`config.mk`:
```
export PLATFORM = sky130hd
export DESIGN_NAME = cbia_front
export DESIGN_NICKNAME = d
export VERILOG_FILES = /design/src/rtl/cbia_pkg.sv /design/src/rtl/cbia_front.sv
export SDC_FILE = /design/constraint.sdc
export NUM_CORES = 1
export LEC_CHECK = 0
export ABC_AREA = 1
export ABC_CLOCK_PERIOD_IN_PS = 1700
export BUFFER_PORTS_ARGS = -buffer_cell sky130_fd_sc_hd__buf_2
export CORE_MARGIN = 2
export CORE_UTILIZATION = 40
export DETAILED_ROUTE_END_ITERATION = 10
export PLACE_DENSITY = 0.66
export SLEW_MARGIN = 10
export SYNTH_ARGS = -nofsm -noshare
export SYNTH_HDL_FRONTEND = slang
export SYNTH_SLANG_ARGS = --single-unit
```
`constraint.sdc`:
```
create_clock -name aclk -period 1.7 [get_ports aclk]
set_input_delay 0.085 -clock aclk [delete_from_list [all_inputs] [get_ports aclk]]
set_output_delay 0.085 -clock aclk [all_outputs]
set_load 0.01 [all_outputs]
```
`src/rtl/cbia_pkg.sv`:
```
// Package for the chunked block index allocator.
// Holds widths, sizes, status and command codes and the item and result types.
// No dependencies.
package cbia_pkg;

    localparam int NUM_CHUNKS       = 16;
    localparam int BLOCKS_PER_CHUNK = 255;

    localparam int CHUNK_W  = 4;
    localparam int BLOCK_W  = 8;
    localparam int COUNT_W  = 8;
    localparam int ACTIVE_W = $clog2(NUM_CHUNKS + 1);
    localparam int BSIZE_W  = 9;
    localparam int OFFSET_W = 20;
    localparam int INDEX_W  = 12;

    localparam int LINK_AW    = CHUNK_W + BLOCK_W;
    localparam int LINK_DEPTH = NUM_CHUNKS * (2 ** BLOCK_W);

    localparam int QUEUE_DEPTH = 2;

    localparam logic [BSIZE_W-1:0] BSIZE_RESET = 9'd64;

    typedef enum logic [1:0] {
        ST_OK        = 2'd0,
        ST_EXHAUSTED = 2'd1,
        ST_INVALID   = 2'd2
    } cbia_status_t;

    typedef enum logic {
        CMD_ALLOC = 1'b0,
        CMD_FREE  = 1'b1
    } cbia_cmd_t;

    typedef struct packed {
        cbia_cmd_t            cmd;
        logic                 chunk_oob;
        logic                 block_oob;
        logic [CHUNK_W-1:0]   chunk;
        logic [BLOCK_W-1:0]   block;
    } cbia_item_t;

    typedef struct packed {
        cbia_status_t         status;
        logic [CHUNK_W-1:0]   chunk;
        logic [BLOCK_W-1:0]   block;
        logic [OFFSET_W-1:0]  offset;
        logic [COUNT_W-1:0]   free_left;
    } cbia_result_t;

endpackage

```
`src/rtl/cbia_front.sv`:
```
// Front end of the allocator: accepts request transfers, classifies them
// and queues them for the back end. Depends on cbia_pkg.
module cbia_front (
    input  logic                         aclk,
    input  logic                         aresetn,
    input  logic                         accept_en,
    input  logic                         s_valid,
    output logic                         s_ready,
    input  logic                         s_cmd,
    input  logic [cbia_pkg::CHUNK_W-1:0] s_free_chunk,
    input  logic [cbia_pkg::BLOCK_W-1:0] s_free_block,
    output logic                         q_valid,
    input  logic                         q_ready,
    output cbia_pkg::cbia_item_t         q_item
);
    import cbia_pkg::*;

    localparam int PTR_W  = (QUEUE_DEPTH > 1) ? $clog2(QUEUE_DEPTH) : 1;
    localparam int FILL_W = $clog2(QUEUE_DEPTH + 1);

    cbia_item_t         slot_reg [QUEUE_DEPTH];
    logic [PTR_W-1:0]   wr_ptr_reg;
    logic [PTR_W-1:0]   rd_ptr_reg;
    logic [FILL_W-1:0]  fill_reg;
    cbia_item_t         in_item;
    logic               push;
    logic               pop;

    always_comb begin
        in_item.cmd       = cbia_cmd_t'(s_cmd);
        in_item.chunk_oob = (32'(s_free_chunk) >= NUM_CHUNKS);
        in_item.block_oob = (32'(s_free_block) >= BLOCKS_PER_CHUNK);
        in_item.chunk     = s_free_chunk;
        in_item.block     = s_free_block;
    end

    assign s_ready = accept_en && (fill_reg != FILL_W'(QUEUE_DEPTH));
    assign q_valid = (fill_reg != '0);
    assign q_item  = slot_reg[rd_ptr_reg];
    assign push    = s_valid && s_ready;
    assign pop     = q_valid && q_ready;

    always_ff @(posedge aclk) begin
        if (push) begin
            slot_reg[wr_ptr_reg] <= in_item;
        end
    end

    always_ff @(posedge aclk) begin
        if (!aresetn) begin
            wr_ptr_reg <= '0;
            rd_ptr_reg <= '0;
            fill_reg   <= '0;
        end else begin
            if (push) begin
                wr_ptr_reg <= (wr_ptr_reg == PTR_W'(QUEUE_DEPTH - 1)) ? '0 : wr_ptr_reg + 1'b1;
            end
            if (pop) begin
                rd_ptr_reg <= (rd_ptr_reg == PTR_W'(QUEUE_DEPTH - 1)) ? '0 : rd_ptr_reg + 1'b1;
            end
            if (push && !pop) begin
                fill_reg <= fill_reg + 1'b1;
            end else if (pop && !push) begin
                fill_reg <= fill_reg - 1'b1;
            end
        end
    end

endmodule

```
==> results of run 1 <==
## routing by layer
layer  global-route usage  routed length [um]  vias up
li1                     -                   -      419
met1                0.127                 858      401
met2                0.260                1220       31
met3               0.0630                 171        6
met4               0.0745                  51        0
met5                    0                   0        -
## power by group
group          switching (mW)  internal, mW  total, mW
Clock                   0.224         0.150      0.374
Sequential             0.0316         0.946      0.978
Combinational           0.219         0.197      0.416
Total                   0.475          1.29       1.77
## worst max-delay path by stage
| stage | startpoint | endpoint | slack, ns | cells after the start |
|---|---|---|---|---|
| 3_3_place_gp | fill_reg[0] | fill_reg[1] | 0.45 | 10 |
| 5_1_grt | fill_reg[0] | fill_reg[1] | 0.13 | 10 |
| 2_1_floorplan | fill_reg[0] | slot_reg[0][0] | 0.11 | 4 |
| 6_report | flip-flop | q_item[0] | 0.26 | 3 |
| 4_1_cts | flip-flop | q_item[0] | 0.22 | 3 |
| 3_5_place_dp | fill_reg[0] | fill_reg[1] | 0.30 | 10 |
## stage by stage
stage | setup WS (ns) | cell area (um2) | util
final | 0.260 | 1700 | 0.552
after detailed placement | 0.298 | 1520 | 0.495
after CTS | 0.221 | 1700 | 0.552
after floorplan | 0.114 | 1300 | -
after global placement | 0.446 | 1520 | 0.495
after global routing | 0.135 | 1700 | 0.552
## cell type report
cell class	count	area, um2
multi-input cells	43	303
clock buffers	6	41.3
clock inverters	1	3.75
well taps	44	55.1
flip-flops and latches	33	941
fillers	278	1380
repair buffers	49	318
inverters	10	37.5
## cells in the final DEF, fill, tap and decap left out, drive strengths merged
cell type and instances:
inv 10, clkinv 1, edfxtp 28, dlygate4sd3 13, o21a 1, conb 1
a21boi 1, nand2 10, dfxtp 5, mux2 14, ha 1, clkbuf 6
o21ai 1, nand3 2, nand4 4, buf 36, a21oi 1, nor2 7
## cells by family after synthesis
family,Yosys count
compound gates,4
fa+ha+maj,1
buf+inv,12
flops,33
mux,14
other cells,1
simple gates,23
## critical path: cells and delay by family (launching register included)
| family | cells | cell delay (ns) |
|---|---|---|
| buffers and inverters | 2 | 0.36 |
| muxes | 1 | 0.37 |
| DFF | 1 | 0.32 |
==> results.md, run 1 <==
- Post_cts resized: 0
- First-pass GRT wire length: about 3600 um
- Count of final hold-check violations: 0
- Row cnt: 20
- Chip height: approximately 61 um
- Clk root buf: clkbuf_4
- Max VDD drop: 0.561 mV
- RSZ-0062 raised after global routing: no
- Initial antenna violation count: 0
- DR vias/cell: approximately 4.6
- Top-area cell type share of the netlist area: 0.647
- Synth top cells by count: edfxtp_1, mux2_2, nand2_1, inv_1, nor2_1
- GPL Wtd Cong: approximately 0.71
- Count of input and output buffers: 33
- CP required: around 1.6 ns
- Status: finished clean
- Main combinational cell family by area after synthesis: multiplexers
- Post-Synth Simple-Gate Area: 0.0799
- Initial Util: 0.422
- Setup slack, reg-to-reg: around 0.28 ns
- Pwr Density: between 1000 and 1500 mW/mm2
- DRT Pass-1 Iters: 4
- Final worst-path cycle share: 0.847
- Setup Skew: 0.00252 ns
- Post-synth EDFFs: 28
- DIE WIDTH: about 61 um
- Post-Syn Nets: roughly 110
- WS Path Type: reg2out
- Non-Filler Instances: between 150 and 200
- Hold WC Path Type: in2reg
- Via count: 857
- Detailed Route WL: between 2000 and 2500 um
- Synthesized flop and latch total: 33
- Hold-critical path endpoint: fill_reg[1]
- Post-Synth Adder-Cell Area: 0.00962
- Deepest clock path buffer count: 2
- Final net count: between 150 and 200
- # DRC: 0
- Post-synthesis xor/xnor area fraction: 0
- Hold_sp: aresetn
- Routed len/inst: about 12 um
- # setup viols final: 0
- Final Critical Period: 1.44 ns
- Syn Inst Count: 88
- Leakage power: a little under 0.7 nW
- Post-synthesis compound-gate area fraction: 0.0192
- Worst Hold Depth: 3
- Ports: 35
- DP HPWL: approximately 1600 um
- Max FFs per register: 28
- Critical path fanouts, max: 14
- Fin. max-slew vios: 0
- CTS H-tree depth: 2
- WP data arrival: about 1.4 ns
- Critical Path Source Type: flip-flop
- Overall routing resource usage: 0.141
- Largest net degree at the start of global routing: 15
- Syn-to-layout area delta: 30.7%
- FF-to-FF path depth: 10
- Asr flop ratio synth: 0
- CP cell instances: buf_4, mux2_2, buf_2
- Max Cap Viol: 0
- Core area: a little over 0.003 mm2
- Proportion of synthesized area in mux cells: 0.121
- Cells after DPL: 166
- Worst r2r src: fill_reg[0]
- CTS clk-pin slew, worst paths: 0.09 ns
- CTS Hold Bufs: 13
- Ys Warns: 0
- Distinct cells, synth: 18
- Worst hold margin: ~0.025 ns
- Seq/Total Area, Yosys: 0.724
- Routed Antenna Nets: 0
- Fmax: 694 MHz
- Most common cell in the synthesized netlist: edfxtp_1
- Crit end category: output port
- Cts bufs inserted: 5
- Slowest CP cell: mux2_2
- Layout cells sized above 1: 0.401
- Vias in the first global route: between 800 and 900
- Worst R2R End: fill_reg[1]
- Die Area: ~0.0037 mm2
- Antenna diodes: 0
- Cell taking the most area after synthesis: edfxtp_1
- Insertion delay to the later sink of the worst-skew pair: roughly 0.31 ns
- Overall power: between 1.5 and 2 mW
- Syn avg cell area: between 10 and 15 um2
- Top cells by area, synth: edfxtp_1, mux2_2, dfxtp_1
- Slowest cell delay on critical path: around 0.37 ns
- Postcts setup bufs: 0
- Clk sink count: 33
- Synth Flop Type: edfxtp_1
- CTS tree: yes
- Initial drt markers: 20
- Mapped Area: between 0.001 and 0.0015 mm2
- Grt ovf: 0
- Setup TNS: 0 ns
No activity file was read; power rests on OpenSTA's default activity.
==> run 2, diff against run 1 <==
ABC_CLOCK_PERIOD_IN_PS = 1460   (was 1700)
PLACE_DENSITY = not set   (was 0.66)
clock period = 1.46 ns   (was 1.7 ns; I/O delays follow)
==> run 2 against run 1 <==
  * Die area did not move
  * Via count shrank 0.93%
  * Non-clock buffer count up 2
  * Clock-buffer cell count up 1
  * First-iteration DRC count rose by 30%
  * Sequential share of layout area fell by 2.2 points
  * Power increased by 22%
  * Largest power group unchanged
  * Global-route usage rose by 0.22 points
  * Largest cell class unchanged
  * Hold slack improved by 0.088 ns
==> results.md, run 2 (synthesis results as in run 1) <==
- Status: finished clean (unchanged)
- Layout cells sized above 1: 0.441 (was 0.401)
- Core area: 0.00308 mm2 (unchanged)
- Pwr Density: 1210 mW/mm2 (was 1040 mW/mm2)
- Grt ovf: 0 (unchanged)
- Clk sink count: 33 (unchanged)
- Chip height: 61.0 um (unchanged)
- Critical Path Source Type: flip-flop (unchanged)
- Postcts setup bufs: 0 (unchanged)
- DR vias/cell: 4.49 (was 4.61)
- Routed len/inst: 12.6 um (was 12.4 um)
- Final worst-path cycle share: 0.954
- Most frequent cells in the layout: buf_2, edfxtp_1, mux2_2, dlygate4sd3_1, nand2_1 (was buf_2, edfxtp_1, mux2_2)
- CTS tree: yes (unchanged)
- CTS clk-pin slew, worst paths: 0.09 ns (about the same)
- Fmax: ~720 MHz
- Overall routing resource usage: 0.143 (was 0.141)
- Final net count: 163 (was 161)
- Initial antenna violation count: 0 (unchanged)
- # DRC: 0 (unchanged)
- Max FFs per register: 28 (unchanged)
- Setup Skew: 0.0132 ns (was 0.00252 ns)
- First-pass GRT wire length: 3600 um (was 3580 um)
- Via count: 849 (was 857)
- Critical path fanouts, max: 7 (was 14)
- Hold WC Path Type: in2reg (unchanged)
- Antenna diodes: 0 (unchanged)
- Worst Hold Depth: 4 (was 3)
- DP HPWL: 1550 um (was 1560 um)
- Die Area: 0.00372 mm2 (unchanged)
- Fin. max-slew vios: 0 (unchanged)
- Clk root buf: clkbuf_4 (unchanged)
- Final Critical Period: 1.39 ns
- DRT Pass-1 Iters: 4 (unchanged)
- Cells after DPL: 166 (unchanged)
- Max Cap Viol: 0 (unchanged)
- Insertion delay to the later sink of the worst-skew pair: 0.33 ns (was 0.31 ns)
- DIE WIDTH: 61.0 um (unchanged)
- Max VDD drop: 0.634 mV (was 0.561 mV)
- WP data arrival: 1.32 ns (was 1.36 ns)
- Routed Antenna Nets: 0 (unchanged)
- Crit end category: output port (unchanged)
- Count of input and output buffers: 33 (unchanged)
- Detailed Route WL: 2370 um (was 2300 um)
- Commonest non-fill, non-tap cell in the layout: buf_2 (unchanged)
- WS Path Type: reg2out (unchanged)
- Final instance area: 0.00178 mm2 (was 0.00170 mm2)
- Initial drt markers: 26 (was 20)
- DP Area: 0.00155 mm2 (was 0.00152 mm2)
- Largest net degree at the start of global routing: 15 (unchanged)
- Cts bufs inserted: 5 (unchanged)
- Ports: 35 (unchanged)
- Count of final hold-check violations: 0 (unchanged)
- Finished Core Util: 0.578 (was 0.552)
- # setup viols final: 0 (unchanged)
- Syn-to-layout area delta: 36.8% (was 30.7%)
- Row cnt: 20 (unchanged)
- Initial Util: 0.422 (unchanged)
- Non-Filler Instances: 189 (was 186)
- CP required: 1.39 ns (was 1.62 ns)
- RSZ-0062 raised after global routing: yes (was no)
- Leakage power: 0.717 nW (was 0.691 nW)
- Vias in the first global route: 889 (was 865)
- CTS H-tree depth: 2 (unchanged)
- FF-to-FF path depth: 10 (unchanged)
- GPL Wtd Cong: 0.694 (was 0.712)
- Setup TNS: 0 ns (unchanged)
- Deepest clock path buffer count: 2 (unchanged)
==> run 2: cell count changes in the layout (fill, tap and decap cells not counted), moves of 2 or more <==
| cell | change |
|---|---|
| buf_4 | -3 |
| dfxtp_1 | -3 |
| buf_12 | +2 |
| dfxtp_2 | +3 |
==> run 2: cell type report <==
type | count | area (um2)
fillers | 272 | 1300
repair buffers | 51 | 385
multi-input cells | 43 | 305
flip-flops and latches | 33 | 945
clock buffers | 7 | 45.0
well taps | 44 | 55.1
clock inverters | 1 | 5.00
inverters | 10 | 37.5
==> run 2: critical path, cell delays in order, from the launching register on <==
cell       delay [ns]
dfxtp_2          0.38
clkbuf_16        0.16
mux2_2           0.32
buf_2            0.14
==> run 2: through the flow <==
step | hold WS (ns) | power [mW] | setup WS [ns]
floorplan | 0.172 | 1.45 | 0.0963
global placement | 0.261 | 1.61 | 0.186
detailed placement | 0.269 | 1.63 | 0.0596
CTS | 0.0969 | 2.14 | 0.0225
global route | 0.127 | 2.28 | -0.0187
finish | 0.113 | 2.15 | 0.0673
==> run 2: worst paths after layout <==
path	start	to	slack [ns]
max	flip-flop	q_item[1]	0.07
min	s_valid	wr_ptr_reg	0.11
max reg2reg	fill_reg[0]	fill_reg[1]	0.10
min reg2reg	fill_reg[0]	fill_reg[0]	0.48
==> run 2: power breakdown <==
| group | switching, mW | total [mW] | internal, mW |
|---|---|---|---|
| clock network | 0.280 | 0.468 | 0.187 |
| logic | 0.257 | 0.535 | 0.278 |
| registers | 0.0451 | 1.15 | 1.11 |
==> run 2: metal layers <==
metal | up-vias | part of all wire | global-route usage
li1 | 425 | - | -
met1 | 390 | 0.40 | 0.133
met2 | 28 | 0.53 | 0.266
met3 | 6 | 0.058 | 0.0567
met4 | 0 | 0.020 | 0.0745
met5 | - | 0 | 0
==> run 2: timing repair <==
| item | CTS | global route |
|---|---|---|
| gates resized for setup | 1 | 5 |
| endpoints found under the hold margin | 28 | 0 |
| endpoints found under the setup margin | 6 | 13 |
| cloned | 0 | 1 |
| hold buffers | 14 | 0 |
| pin swaps | 0 | 0 |
==> run 3, diff against run 2 <==
CELL_PAD_IN_SITES_DETAIL_PLACEMENT = 1   (was not set)
CELL_PAD_IN_SITES_GLOBAL_PLACEMENT = 2   (was not set)
CORE_UTILIZATION = 34   (was 40)
PLACE_DENSITY_LB_ADDON = 0.1   (was not set)
==> run 3 against run 2 <==
  * Critical path depth unchanged
  * Highest routed layer unchanged
  * Worst setup slack got worse by 0.014 ns
  * Hold slack worse by 0.11 ns
  * Register-to-register slack hardly changed
  * Sequential power barely moved
  * Non-clock buffer count is 4 lower
  * Sequential share of layout area increased by 0.76 points
  * Clock-buffer cell count stayed put
  * First-iteration DRC count rose by 12%
  * Power increased by 5.8%
  * Cell count stayed put
==> results.md, run 3 (synthesis results as in run 1) <==
- Die Area: 0.00433 mm2 (was 0.00372 mm2)
- # DRC: 0 (unchanged)
- Deepest clock path buffer count: 2 (unchanged)
- WS Path Type: reg2out (unchanged)
- Most frequent cells in the layout: buf_2, edfxtp_1, mux2_2 (was buf_2, edfxtp_1, mux2_2, dlygate4sd3_1, nand2_1)
- DP HPWL: 1650 um (was 1550 um)
- Core area: 0.00366 mm2 (was 0.00308 mm2)
- Initial Util: 0.355 (was 0.422)
- Clk root buf: clkbuf_8 (was clkbuf_4)
- Final WS setup: 0.0531 ns (was 0.0673 ns)
- Chip height: 65.8 um (was 61.0 um)
- Row cnt: 22 (was 20)
- Setup Skew: 0.00321 ns (was 0.0132 ns)
- DIE WIDTH: 65.8 um (was 61.0 um)
- Worst r2r src: fill_reg[0] (unchanged)
- Status: finished clean (unchanged)
- CP required: 1.39 ns (about the same)
- CTS clk-pin slew, worst paths: 0.06 ns (was 0.09 ns)
- Count of final hold-check violations: 0 (unchanged)
- Setup slack, reg-to-reg: 0.11 ns (was 0.10 ns)
- DR vias/cell: 4.44 (was 4.49)
- Cts bufs inserted: 5 (unchanged)
- Max Cap Viol: 0 (unchanged)
- DRT Pass-1 Iters: 4 (unchanged)
- Critical Path Source Type: flip-flop (unchanged)
- Antenna diodes: 0 (unchanged)
- Pre-CTS setup slack: 0.0615 ns (was 0.0596 ns)
- Worst R2R End: fill_reg[1] (unchanged)
- Crit end category: output port (unchanged)
- Insertion delay to the later sink of the worst-skew pair: 0.28 ns (was 0.33 ns)
- Grt ovf: 0 (unchanged)
- Routed Antenna Nets: 0 (unchanged)
- Fin. max-slew vios: 0 (unchanged)
- First-pass GRT wire length: 3880 um (was 3600 um)
- Detailed Route WL: 2530 um (was 2370 um)
- Count of input and output buffers: 33 (unchanged)
- Critical Path Sink: q_item[5] (was q_item[1])
- Leakage power: 0.704 nW (was 0.717 nW)
- Final net count: 159 (was 163)
- Largest net degree at the start of global routing: 15 (unchanged)
- Hold WC Path Type: in2reg (unchanged)
- WP data arrival: 1.33 ns (was 1.32 ns)
- Routed len/inst: 13.4 um (was 12.6 um)
- CTS tree: yes (unchanged)
- GPL Wtd Cong: 0.737 (was 0.694)
- DP Area: 0.00156 mm2 (was 0.00155 mm2)
- Final Critical Period: 1.41 ns (was 1.39 ns)
- Max FFs per register: 28 (unchanged)
- Commonest non-fill, non-tap cell in the layout: buf_2 (unchanged)
- Final worst-path cycle share: 0.964 (was 0.954)
- Syn-to-layout area delta: 34.6% (was 36.8%)
- # setup viols final: 0 (unchanged)
- Overall routing resource usage: 0.129 (was 0.143)
- Initial antenna violation count: 0 (unchanged)
- Initial drt markers: 29 (was 26)
- Fmax: 711 MHz (was 718 MHz)
- Layout cells sized above 1: 0.440 (was 0.441)
- Vias in the first global route: 865 (was 889)
- Critical path fanouts, max: 14 (was 7)
- Fillers: 388 (was 272)
- FF-to-FF path depth: 10 (unchanged)
- Ports: 35 (unchanged)
- Final instance area: 0.00175 mm2 (was 0.00178 mm2)
- CTS H-tree depth: 2 (unchanged)
- Pwr Density: 1300 mW/mm2 (was 1210 mW/mm2)
- Max VDD drop: 0.663 mV (was 0.634 mV)
- Clk sink count: 33 (unchanged)
- Via count: 839 (was 849)
==> run 3: worst min path at each step <==
stage	from	endpoint	cells after the start
after global routing	s_free_block[0]	slot_reg[0][0]	1
after global placement	s_free_chunk[2]	slot_reg[1][10]	1
after detailed placement	s_cmd	slot_reg[1][13]	1
after CTS	s_free_block[7]	slot_reg[1][7]	1
final	s_free_block[0]	slot_reg[1][0]	1
after floorplan	s_free_block[0]	slot_reg[0][0]	0
==> run 3: worst max-delay path, stage by stage (launching register included) <==
cell,delay [ns]
dfxtp_1,0.31
buf_4,0.23
mux2_2,0.37
buf_2,0.14
==> run 3: power by group <==
part	total [mW]	internal, mW	switching (mW)	leakage [nW]
clock network	0.639	0.334	0.305	0.0422
registers	1.14	1.11	0.0377	0.300
logic	0.496	0.240	0.257	0.361
==> run 3: cell type report <==
cell class / count / area (um2) / area share
repair buffers: 47 / 323 / 0.184
multi-input cells: 43 / 305 / 0.174
clock buffers: 7 / 76.3 / 0.0436
well taps: 48 / 60.1 / 0.0343
clock inverters: 1 / 5.00 / 0.00286
inverters: 10 / 37.5 / 0.0214
flip-flops and latches: 33 / 943 / 0.539
==> run 3: timing repair <==
action	in CTS	in global routing
endpoints found under the hold margin	20	2
hold buffers	10	1
setup endpoints to repair	0	2
resized for setup	0	3
buffers inserted	0	0
==> run 3: per-stage QoR <==
stage | hold WS [ns] | power (mW) | utilization | TNS (ns) | std cells
detailed placement | 0.269 | 1.64 | 0.425 | 0 | 170
global placement | 0.262 | 1.62 | 0.425 | 0 | 170
CTS | 0.0000708 | 2.31 | 0.475 | 0 | 188
finish | 0.00744 | 2.28 | 0.478 | 0 | 189
global route | 0.00443 | 2.41 | 0.478 | -0.00120 | 189
floorplan | 0.172 | 1.45 | - | 0 | 88
==> run 3: per-layer routing <==
layer / vias to the layer above / global-route usage / part of all wire
met5: - / 0 / 0
met4: 0 / 0.0703 / 0.016
met3: 4 / 0.0460 / 0.057
met2: 22 / 0.227 / 0.52
met1: 398 / 0.131 / 0.41
li1: 415 / - / -
